**config.mk**
```make
export PLATFORM = sky130hd
export DESIGN_NAME = chip8_register_execute_unit_core
export DESIGN_NICKNAME = d
export VERILOG_FILES = /design/src/sv/c8eu_pkg.sv /design/src/sv/c8eu_alu.sv /design/src/sv/chip8_register_execute_unit_core.sv
export SDC_FILE = /design/constraint.sdc
export NUM_CORES = 1
export LEC_CHECK = 0
export CAP_MARGIN = 20
export CELL_PAD_IN_SITES_DETAIL_PLACEMENT = 0
export CELL_PAD_IN_SITES_GLOBAL_PLACEMENT = 1
export CORE_AREA = 3 3 259 261
export CTS_CLUSTER_SIZE = 10
export DETAILED_ROUTE_END_ITERATION = 6
export DIE_AREA = 0 0 262 264
export DONT_BUFFER_PORTS = 1
export PLACE_DENSITY = 0.89
export RECOVER_POWER = 100
export SYNTH_ARGS = -nofsm -noshare
export SYNTH_HDL_FRONTEND = slang
export SYNTH_SLANG_ARGS = --single-unit
export TNS_END_PERCENT = 5
```
**constraint.sdc**
```tcl
create_clock -name clk -period 4.9 [get_ports clk]
set_clock_uncertainty 0.1 [all_clocks]
set_input_delay 0.98 -clock clk [delete_from_list [all_inputs] [get_ports clk]]
set_output_delay 0.98 -clock clk [all_outputs]
set_load 0.005 [all_outputs]
```
**src/sv/c8eu_pkg.sv**
```systemverilog
// ----------------------------------------------------------------------------
// c8eu_pkg - shared types and constants of the CHIP-8 register execute unit
// Operation codes, status codes, widths and the execute-stage interface
// structs used by the core, the ALU and the checker.
// ----------------------------------------------------------------------------
package c8eu_pkg;

  localparam int STACK_ENTRIES = 16;
  localparam int REG_COUNT     = 16;

  localparam int REG_IDX_W   = $clog2(REG_COUNT);
  localparam int STACK_IDX_W = (STACK_ENTRIES > 2) ? $clog2(STACK_ENTRIES) : 1;
  localparam int LEVEL_W     = $clog2(STACK_ENTRIES + 1);

  localparam logic [REG_IDX_W-1:0] FLAG_REG  = 4'hF;
  localparam logic [7:0]           BYTE_MASK = 8'hFF;
  localparam logic [7:0]           MSB_MASK  = 8'h80;

  typedef enum logic [4:0] {
    OP_JMP   = 5'd0,
    OP_CALL  = 5'd1,
    OP_RET   = 5'd2,
    OP_SEB   = 5'd3,
    OP_SNEB  = 5'd4,
    OP_SER   = 5'd5,
    OP_SNER  = 5'd6,
    OP_LDB   = 5'd7,
    OP_ADDB  = 5'd8,
    OP_LDR   = 5'd9,
    OP_OR    = 5'd10,
    OP_AND   = 5'd11,
    OP_XOR   = 5'd12,
    OP_ADDR  = 5'd13,
    OP_SUB   = 5'd14,
    OP_SHR   = 5'd15,
    OP_SUBN  = 5'd16,
    OP_SHL   = 5'd17,
    OP_LDI   = 5'd18,
    OP_JPV0  = 5'd19,
    OP_VDT   = 5'd20,
    OP_DTV   = 5'd21,
    OP_STV   = 5'd22,
    OP_IADD  = 5'd23,
    OP_DIGIT = 5'd24
  } mode_t;

  typedef enum logic [1:0] {
    ST_OK        = 2'd0,
    ST_OVERFLOW  = 2'd1,
    ST_UNDERFLOW = 2'd2
  } status_t;

  typedef struct packed {
    logic [4:0]           mode;
    logic [REG_IDX_W-1:0] reg_x;
    logic [7:0]           imm;
    logic [11:0]          addr;
    logic [7:0]           vx;
    logic [7:0]           vy;
    logic [7:0]           v0;
    logic [7:0]           vf;
    logic [15:0]          pc;
    logic [15:0]          index;
    logic [7:0]           delay;
    logic [7:0]           sound;
    logic [LEVEL_W-1:0]   level;
    logic [15:0]          tos;
  } alu_in_t;

  typedef struct packed {
    logic [15:0] pc;
    logic [15:0] index;
    logic [7:0]  delay;
    logic [7:0]  sound;
    logic        gp_we;
    logic [7:0]  gp_wdata;
    logic        vf_we;
    logic [7:0]  vf_wdata;
    logic        push;
    logic        pop;
    status_t     status;
    logic [7:0]  dest_value;
    logic [7:0]  flag_value;
  } alu_out_t;

endpackage

```
**src/sv/c8eu_alu.sv**
```systemverilog
// ----------------------------------------------------------------------------
// c8eu_alu - execute logic of the CHIP-8 register execute unit
// Combinational next-state computation for one decoded operation: PC, I,
// timers, register writes, stack push/pop and status.
// ----------------------------------------------------------------------------
module c8eu_alu (
  input  c8eu_pkg::alu_in_t  alu_i,
  output c8eu_pkg::alu_out_t alu_o
);
  import c8eu_pkg::*;

  logic [8:0] sum9;
  logic [7:0] res;
  logic       flag;
  logic       flagged;
  logic       wr;
  logic [7:0] wval;
  logic       skip;

  assign sum9 = {1'b0, alu_i.vx} + {1'b0, alu_i.vy};

  always_comb begin
    res           = 8'h00;
    flag          = 1'b0;
    flagged       = 1'b0;
    wr            = 1'b0;
    wval          = 8'h00;
    skip          = 1'b0;
    alu_o.pc      = alu_i.pc;
    alu_o.index   = alu_i.index;
    alu_o.delay   = alu_i.delay;
    alu_o.sound   = alu_i.sound;
    alu_o.push    = 1'b0;
    alu_o.pop     = 1'b0;
    alu_o.status  = ST_OK;

    unique case (mode_t'(alu_i.mode))
      OP_JMP:  alu_o.pc = {4'h0, alu_i.addr};
      OP_CALL: begin
        if (alu_i.level >= LEVEL_W'(STACK_ENTRIES)) begin
          alu_o.status = ST_OVERFLOW;
        end else begin
          alu_o.push = 1'b1;
          alu_o.pc   = {4'h0, alu_i.addr};
        end
      end
      OP_RET: begin
        if (alu_i.level == '0) begin
          alu_o.status = ST_UNDERFLOW;
        end else begin
          alu_o.pop = 1'b1;
          alu_o.pc  = alu_i.tos;
        end
      end
      OP_SEB:  skip = (alu_i.vx == alu_i.imm);
      OP_SNEB: skip = (alu_i.vx != alu_i.imm);
      OP_SER:  skip = (alu_i.vx == alu_i.vy);
      OP_SNER: skip = (alu_i.vx != alu_i.vy);
      OP_LDB: begin
        wr   = 1'b1;
        wval = alu_i.imm;
      end
      OP_ADDB: begin
        wr   = 1'b1;
        wval = alu_i.vx + alu_i.imm;
      end
      OP_LDR: begin
        wr   = 1'b1;
        wval = alu_i.vy;
      end
      OP_OR: begin
        wr   = 1'b1;
        wval = alu_i.vx | alu_i.vy;
      end
      OP_AND: begin
        wr   = 1'b1;
        wval = alu_i.vx & alu_i.vy;
      end
      OP_XOR: begin
        wr   = 1'b1;
        wval = alu_i.vx ^ alu_i.vy;
      end
      OP_ADDR: begin
        flagged = 1'b1;
        res     = sum9[7:0];
        flag    = (sum9 > {1'b0, BYTE_MASK});
      end
      OP_SUB: begin
        flagged = 1'b1;
        res     = alu_i.vx - alu_i.vy;
        flag    = (alu_i.vx > alu_i.vy);
      end
      OP_SHR: begin
        flagged = 1'b1;
        res     = {1'b0, alu_i.vx[7:1]};
        flag    = alu_i.vx[0];
      end
      OP_SUBN: begin
        flagged = 1'b1;
        res     = alu_i.vy - alu_i.vx;
        flag    = (alu_i.vy > alu_i.vx);
      end
      OP_SHL: begin
        flagged = 1'b1;
        res     = {alu_i.vx[6:0], 1'b0};
        flag    = |(alu_i.vx & MSB_MASK);
      end
      OP_LDI:  alu_o.index = {4'h0, alu_i.addr};
      OP_JPV0: alu_o.pc    = {4'h0, alu_i.addr} + {8'h00, alu_i.v0};
      OP_VDT: begin
        wr   = 1'b1;
        wval = alu_i.delay;
      end
      OP_DTV:  alu_o.delay = alu_i.vx;
      OP_STV:  alu_o.sound = alu_i.vx;
      OP_IADD: alu_o.index = alu_i.index + {8'h00, alu_i.vx};
      // digit sprites are 5 bytes each: I = Vx * 5
      OP_DIGIT: alu_o.index = {6'h00, alu_i.vx, 2'b00} + {8'h00, alu_i.vx};
      default: ;
    endcase

    if (skip) begin
      alu_o.pc = alu_i.pc + 16'd2;
    end

    // VF lives in its own register; the array only takes V0..VE
    alu_o.gp_we    = (wr || flagged) && (alu_i.reg_x != FLAG_REG);
    alu_o.gp_wdata = flagged ? res : wval;
    alu_o.vf_we    = flagged || (wr && (alu_i.reg_x == FLAG_REG));
    alu_o.vf_wdata = flagged ? {7'h00, flag} : wval;

    alu_o.flag_value = alu_o.vf_we ? alu_o.vf_wdata : alu_i.vf;
    if (alu_i.reg_x == FLAG_REG) begin
      alu_o.dest_value = alu_o.flag_value;
    end else begin
      alu_o.dest_value = alu_o.gp_we ? alu_o.gp_wdata : alu_i.vx;
    end
  end

endmodule

```
**src/sv/chip8_register_execute_unit_core.sv**
```systemverilog
// ----------------------------------------------------------------------------
// chip8_register_execute_unit_core - CHIP-8 register execute unit
// Executes one decoded CHIP-8 operation per transaction and reports the
// resulting machine state.
// ----------------------------------------------------------------------------
// Usage:
//   Input channel (in_*): one decoded operation per transaction, taken when
//   in_valid and in_ready are both high at a rising edge of clk.
//   Result channel (out_*): exactly one result per operation, in order,
//   holding PC, I, Vx, VF, both timers and a status code.
// Pipeline: the operation is registered at acceptance together with Vx and
//   Vy read from the register file; the edge that executes it updates all
//   state and loads the result register, once the result side is free.
// Throughput: one operation per cycle without a stall. Register file reads
//   at acceptance are forwarded from the write of the operation executing in
//   that cycle; the stack top is held in a register, next entry prefetched.
// Stall: when out_ready is low the result register holds, the operation in
//   the input register waits, and in_ready drops once both are full.
// Reset (rst_n low, synchronous): registers, PC, I, timers and the stack
//   level clear; both stages empty. No clearing pass is needed: the
//   register file uses per-entry valid bits and the stack is read only
//   where a call wrote it.
// ----------------------------------------------------------------------------
module chip8_register_execute_unit_core (
  input  logic        clk,
  input  logic        rst_n,
  input  logic        in_valid,
  output logic        in_ready,
  input  logic [4:0]  in_mode,
  input  logic [3:0]  in_reg_x,
  input  logic [3:0]  in_reg_y,
  input  logic [7:0]  in_imm_byte,
  input  logic [11:0] in_target_addr,
  output logic        out_valid,
  input  logic        out_ready,
  output logic [15:0] out_pc_out,
  output logic [15:0] out_index_out,
  output logic [7:0]  out_dest_value,
  output logic [7:0]  out_flag_value,
  output logic [7:0]  out_delay_out,
  output logic [7:0]  out_sound_out,
  output logic [1:0]  out_status
);
  import c8eu_pkg::*;

  // handshake
  logic in_fire;
  logic exec_fire;

  // input (operand) stage
  logic                 s1_valid_r;
  logic [4:0]           s1_mode_r;
  logic [REG_IDX_W-1:0] s1_reg_x_r;
  logic [7:0]           s1_imm_r;
  logic [11:0]          s1_addr_r;
  logic [7:0]           s1_vx_r;
  logic [7:0]           s1_vy_r;

  // architectural state
  logic [7:0]           gp_mem [REG_COUNT];
  logic [REG_COUNT-1:0] gp_vld_r;
  logic [7:0]           v0_r;
  logic [7:0]           vf_r;
  logic [7:0]           vf_nxt;
  logic [15:0]          pc_r;
  logic [15:0]          index_r;
  logic [7:0]           delay_r;
  logic [7:0]           sound_r;

  // return stack: top held in tos_r, entry below it prefetched in stk_rd_r
  logic [15:0]            stk_mem [STACK_ENTRIES];
  logic [LEVEL_W-1:0]     level_r;
  logic [LEVEL_W-1:0]     level_nxt;
  logic [LEVEL_W-1:0]     below_lvl;
  logic [STACK_IDX_W-1:0] stk_raddr;
  logic [15:0]            tos_r;
  logic [15:0]            stk_rd_r;

  // result register
  logic        out_valid_r;
  logic [15:0] out_pc_r;
  logic [15:0] out_index_r;
  logic [7:0]  out_dest_r;
  logic [7:0]  out_flag_r;
  logic [7:0]  out_delay_r;
  logic [7:0]  out_sound_r;
  logic [1:0]  out_status_r;

  alu_in_t  alu_in;
  alu_out_t alu_out;

  assign exec_fire = s1_valid_r && (!out_valid_r || out_ready);
  assign in_ready  = !s1_valid_r || exec_fire;
  assign in_fire   = in_valid && in_ready;

  // ---------------------------------------------------------------- execute
  always_comb begin
    alu_in.mode  = s1_mode_r;
    alu_in.reg_x = s1_reg_x_r;
    alu_in.imm   = s1_imm_r;
    alu_in.addr  = s1_addr_r;
    alu_in.vx    = s1_vx_r;
    alu_in.vy    = s1_vy_r;
    alu_in.v0    = v0_r;
    alu_in.vf    = vf_r;
    alu_in.pc    = pc_r;
    alu_in.index = index_r;
    alu_in.delay = delay_r;
    alu_in.sound = sound_r;
    alu_in.level = level_r;
    alu_in.tos   = tos_r;
  end

  c8eu_alu u_alu (
    .alu_i (alu_in),
    .alu_o (alu_out)
  );

  // VF as seen by an operand read at the same edge as the execute write
  assign vf_nxt = (exec_fire && alu_out.vf_we) ? alu_out.vf_wdata : vf_r;

  // -------------------------------------------------------- operand stage
  always_ff @(posedge clk) begin
    if (!rst_n) begin
      s1_valid_r <= 1'b0;
    end else if (in_fire) begin
      s1_valid_r <= 1'b1;
    end else if (exec_fire) begin
      s1_valid_r <= 1'b0;
    end
  end

  // register file read at acceptance, bypassing the write of this cycle
  always_ff @(posedge clk) begin
    if (in_fire) begin
      s1_mode_r  <= in_mode;
      s1_reg_x_r <= in_reg_x;
      s1_imm_r   <= in_imm_byte;
      s1_addr_r  <= in_target_addr;
      if (in_reg_x == FLAG_REG) begin
        s1_vx_r <= vf_nxt;
      end else if (exec_fire && alu_out.gp_we && (s1_reg_x_r == in_reg_x)) begin
        s1_vx_r <= alu_out.gp_wdata;
      end else if (!gp_vld_r[in_reg_x]) begin
        s1_vx_r <= 8'h00;
      end else begin
        s1_vx_r <= gp_mem[in_reg_x];
      end
      if (in_reg_y == FLAG_REG) begin
        s1_vy_r <= vf_nxt;
      end else if (exec_fire && alu_out.gp_we && (s1_reg_x_r == in_reg_y)) begin
        s1_vy_r <= alu_out.gp_wdata;
      end else if (!gp_vld_r[in_reg_y]) begin
        s1_vy_r <= 8'h00;
      end else begin
        s1_vy_r <= gp_mem[in_reg_y];
      end
    end
  end

  // ------------------------------------------------------- register file
  always_ff @(posedge clk) begin
    if (exec_fire && alu_out.gp_we) begin
      gp_mem[s1_reg_x_r] <= alu_out.gp_wdata;
    end
  end

  always_ff @(posedge clk) begin
    if (!rst_n) begin
      gp_vld_r <= '0;
      v0_r     <= 8'h00;
      vf_r     <= 8'h00;
      pc_r     <= 16'h0000;
      index_r  <= 16'h0000;
      delay_r  <= 8'h00;
      sound_r  <= 8'h00;
    end else if (exec_fire) begin
      if (alu_out.gp_we) begin
        gp_vld_r[s1_reg_x_r] <= 1'b1;
        if (s1_reg_x_r == '0) begin
          v0_r <= alu_out.gp_wdata;
        end
      end
      vf_r    <= vf_nxt;
      pc_r    <= alu_out.pc;
      index_r <= alu_out.index;
      delay_r <= alu_out.delay;
      sound_r <= alu_out.sound;
    end
  end

  // ---------------------------------------------------------- return stack
  always_comb begin
    level_nxt = level_r;
    if (exec_fire && alu_out.push) begin
      level_nxt = level_r + LEVEL_W'(1);
    end else if (exec_fire && alu_out.pop) begin
      level_nxt = level_r - LEVEL_W'(1);
    end
  end

  // prefetch the entry below the next top; never the slot written this edge
  assign below_lvl = level_nxt - LEVEL_W'(2);
  assign stk_raddr = below_lvl[STACK_IDX_W-1:0];

  always_ff @(posedge clk) begin
    if (exec_fire && alu_out.push) begin
      stk_mem[level_r[STACK_IDX_W-1:0]] <= pc_r;
    end
    stk_rd_r <= stk_mem[stk_raddr];
  end

  always_ff @(posedge clk) begin
    if (exec_fire && alu_out.push) begin
      tos_r <= pc_r;
    end else if (exec_fire && alu_out.pop) begin
      tos_r <= stk_rd_r;
    end
  end

  always_ff @(posedge clk) begin
    if (!rst_n) begin
      level_r <= '0;
    end else begin
      level_r <= level_nxt;
    end
  end

  // ------------------------------------------------------- result register
  always_ff @(posedge clk) begin
    if (!rst_n) begin
      out_valid_r <= 1'b0;
    end else if (exec_fire) begin
      out_valid_r <= 1'b1;
    end else if (out_ready) begin
      out_valid_r <= 1'b0;
    end
  end

  always_ff @(posedge clk) begin
    if (exec_fire) begin
      out_pc_r     <= alu_out.pc;
      out_index_r  <= alu_out.index;
      out_dest_r   <= alu_out.dest_value;
      out_flag_r   <= alu_out.flag_value;
      out_delay_r  <= alu_out.delay;
      out_sound_r  <= alu_out.sound;
      out_status_r <= alu_out.status;
    end
  end

  assign out_valid      = out_valid_r;
  assign out_pc_out     = out_pc_r;
  assign out_index_out  = out_index_r;
  assign out_dest_value = out_dest_r;
  assign out_flag_value = out_flag_r;
  assign out_delay_out  = out_delay_r;
  assign out_sound_out  = out_sound_r;
  assign out_status     = out_status_r;

endmodule

```
==> impl_metrics.csv <==
group,metric,value,unit
outcome,status,"finished, violations left",
die,die_h,264,um
worst_setup_path,path_class,"flop to flop",
global_routing,grt_start_max_net_pins,116,
finish,utilization,52.9,%
routing,wl_per_cell,27.3,um
routing,finalWirelength,95800,um
place,dpl.hpwl,63300,um
die,die_area,69200,um2
die,dieWidth,262,um
worst_setup_path,max_stage_delay,0.67,ns
synth,ys_ff_latch,614,
worst_setup_path,end_kind,"flop",
finish,fin_nets,2710,
hold_path,hp-class,"input port to flop",
timing,tns,0,ns
timing,fin_crit_sh,92.9,%
finish,layout-drive-gt1-share,10.8,%
worst_setup_path,r2r_cells,10,
timing,worst_pin_slew,2.92,ns
synth,synth.distinct_cells,86,
clock_network,cts_buffers,74,
global_routing,grt_pass1_wl,143000,um
global_routing,antenna_found_initial,4,
worst_setup_path,path_max_fanout,14,
pwr,max-vdd-ir-drop,0.000315,V
worst_setup_path,r2r-end,"out_pc_out[8]$_DFFE_PP_",
finish,syn2layout_area_growth,9.64,%
finish,multi_input_area,12800,um2
run,drv_cap,3,
global_routing,track_usage,27.5,%
worst_setup_path,crit_slowest_cell,"clkbuf_1",
worst_setup_path,endpoint,"out_pc_out[8]$_DFFE_PP_",
synth,async_reset_ff_share,0,%
clock_network,cts_tree,"done",
clock_network,cts.sinks,614,
worst_setup_path,cp-startpoint,"s1_vx_r[2]$_DFFE_PP_",
place,gp_congestion,0.954,
synth,synth_edf_count,511,
worst_setup_path,crit_arrival,4.82,ns
timing,setup_ws,0.350,ns
timing,max_clock_freq,220,MHz
die,core,64700,um2
clock_network,htreeDepth,3,
global_routing,grt.overflow.total,0,
place,place_ws,0.620,ns
synth,synth_top_flop_cell,"edfxtp_1",
outcome,violations,"capacitance limit, slew limit",
worst_setup_path,r2r-start,"s1_vx_r[2]$_DFFE_PP_",
clock_network,holdBufCountCts,0,
die,rows,93,
finish,regArea,17400,um2
routing,drtAntennaViolNets,0,
pwr,total_power,11.8,mW
clock_network,postCtsSetupBuffers,0,
worst_setup_path,critPathLaunchType,"flop",
die,io_pins,105,
worst_setup_path,cp.required,5.17,ns
synth,syn_area_per_cell,12.0,um2
finish,fin_area,34200,um2
timing,rsz0062_at_grt,"no",
synth,synth_cells,2610,
synth,synth_area,31200,um2
routing,drtIter0Drc,2759,
clock_network,clockRootBuffer,"clkbuf_16",
routing,drc,0,
timing,slew_violations,227,
worst_setup_path,reg2reg_setup_slack,0.35,ns
finish,fillers,5366,
routing,route.vias.total,23100,
synth,synth-seq-area-share,55.8,%
timing,slew_headroom,-94.4,%
pwr,powerDensity,344,nW/um2
pwr,p_leak,12.0,nW
place,placed_area,32200,um2
clock_network,clk_pin_slew_worst_paths,0.06,ns
routing,via_per_inst,6.58,
clock_network,max-clock-path-buffers,3,
place,portBuffers,0,
timing,finalCriticalPeriod,4.55,ns
synth,yosysWarnings,0,
timing,setup_violations,0,
clock_network,clk_latency,0.63,ns
worst_setup_path,path_cells,"clkbuf_1 > inv_1 > ha_1 > or4_1 > nor2_1 > mux2_2 > and2_1 > o311ai_0 > o31ai_1 > or3_1",
clock_network,cts_resized,0,
routing,dr.pass1.iters,7,
die,start_util,48.2,%
timing,hold_viol_final,0,
global_routing,grt_pass1_vias,22500,
==> placed cells by master, fill, tap and decap left out, drive strengths merged, types with 19 or more instances in the layout <==
cell	synthesis	routed
a211oi	46	46
a21o	21	21
a21oi	132	132
a221oi	62	62
a311oi	21	21
a32oi	19	19
buf	43	31
clkbuf	130	170
dfxtp	103	103
edfxtp	511	511
ha	67	67
inv	74	81
mux2	66	66
mux2i	72	72
mux4	90	90
nand2	334	334
nand2b	22	22
nand3	60	60
nor2	202	202
nor3	53	53
o211ai	59	59
o21ai	68	68
or3	47	47
xnor2	26	26
==> worst min-delay path by stage <==
stage / depth (start not counted) / start / slack, ns / endpoint
after CTS: 0 / in_target_addr[0] / 0.32 / s1_addr_r[0]$_DFFE_PP_
after global routing: 0 / in_target_addr[0] / 0.33 / s1_addr_r[0]$_DFFE_PP_
after floorplan: 1 / gp_vld_r[15]$_SDFFE_PN0P_ / 0.34 / gp_vld_r[15]$_SDFFE_PN0P_
after global placement: 1 / gp_vld_r[11]$_SDFFE_PN0P_ / 0.36 / gp_vld_r[11]$_SDFFE_PN0P_
after detailed placement: 2 / index_r[5]$_SDFFE_PN0P_ / 0.37 / index_r[5]$_SDFFE_PN0P_
final: 0 / in_imm_byte[2] / 0.35 / s1_imm_r[2]$_DFFE_PP_
==> power breakdown <==
group	switching, mW	leakage, nW	internal, mW
combinational	0.496	5.28	0.279
clock	2.17	1.06	2.93
sequential	0.109	5.65	5.77
==> final cells by class <==
cell class / instances / area share [%]
Clock buffer: 122 / 6.09
Tap cell: 855 / 3.13
Sequential cell: 614 / 50.9
Inverter: 76 / 0.853
Clock inverter: 13 / 0.424
Antenna cell: 3 / 0.0220
Timing Repair Buffer: 79 / 1.25
Multi-Input combinational cell: 1754 / 37.3
==> through the flow <==
| step | std cells | hold slack (ns) |
|---|---|---|
| after floorplan | 2617 | 0.342 |
| after global placement | 3375 | 0.362 |
| after detailed placement | 3375 | 0.371 |
| after CTS | 3510 | 0.324 |
| after global routing | 3513 | 0.330 |
| final | 3516 | 0.351 |
==> critical path, delay by kind of cell, from the launching register on <==
family / cells / cell delay (ns)
simple gates: 4 / 1.43
buf+inv: 2 / 0.83
compound gates: 2 / 0.60
fa+ha+maj: 1 / 0.54
mux: 1 / 0.47
flops: 1 / 0.31
==> synthesized netlist by cell type, drive strengths merged (10+ instances only) <==
cell type,number,area share (%)
a21o,21,0.51
o21ai,68,1.1
nand2b,22,0.44
nor3,53,0.88
a32oi,19,0.53
a22o,18,0.51
and3,17,0.34
a31oi,11,0.22
clkbuf,130,1.6
a311oi,21,0.59
or3,47,0.94
buf,43,0.84
mux2i,72,2.3
nor2b,10,0.20
nor4,15,0.34
dfxtp,103,6.6
nand3,60,0.96
mux2,66,2.4
nand4,14,0.28
a211oi,46,1.1
xnor2,26,0.73
edfxtp,511,49
nor2,202,2.4
o21a,15,0.36
nand2,334,4.0
a21oi,132,2.1
and2,12,0.25
ha,67,2.7
a221oi,62,1.8
inv,74,0.89
mux4,90,6.5
a22oi,17,0.41
o31ai,13,0.31
o211ai,59,1.5
==> logic make-up (layout without fill, tap and decap cells) <==
kind of cell	after synthesis	count (layout)	share of synthesized area (%)
DFF	614	614	55.8
adders and majority gates	74	74	3.14
other	1	11	0.0120
and+or+nand+nor	825	825	12.1
xor gates and xnor gates	36	36	1.06
AOI/OAI and AO/OA	583	583	13.4
muxes	228	228	11.2
buffers and inverters	249	290	3.32
==> per-layer routing <==
metal	GRT usage (%)	wire, um	vias up
met5	0	33	-
met1	36.9	37100	11500
li1	-	-	10000
met4	11.6	4470	4
met2	43.6	44900	1331
met3	5.45	9280	268
==> registers in the layout (all words and copies together), names as in the netlist, 12 cells and up <==
name / count
index_r: 16
out_index_out: 16
pc_r: 16
gp_mem: 128
stk_rd_r: 16
out_pc_out: 16
stk_mem: 256
gp_vld_r: 16
tos_r: 16
s1_addr_r: 12
Power figures use the tool's default switching activity.
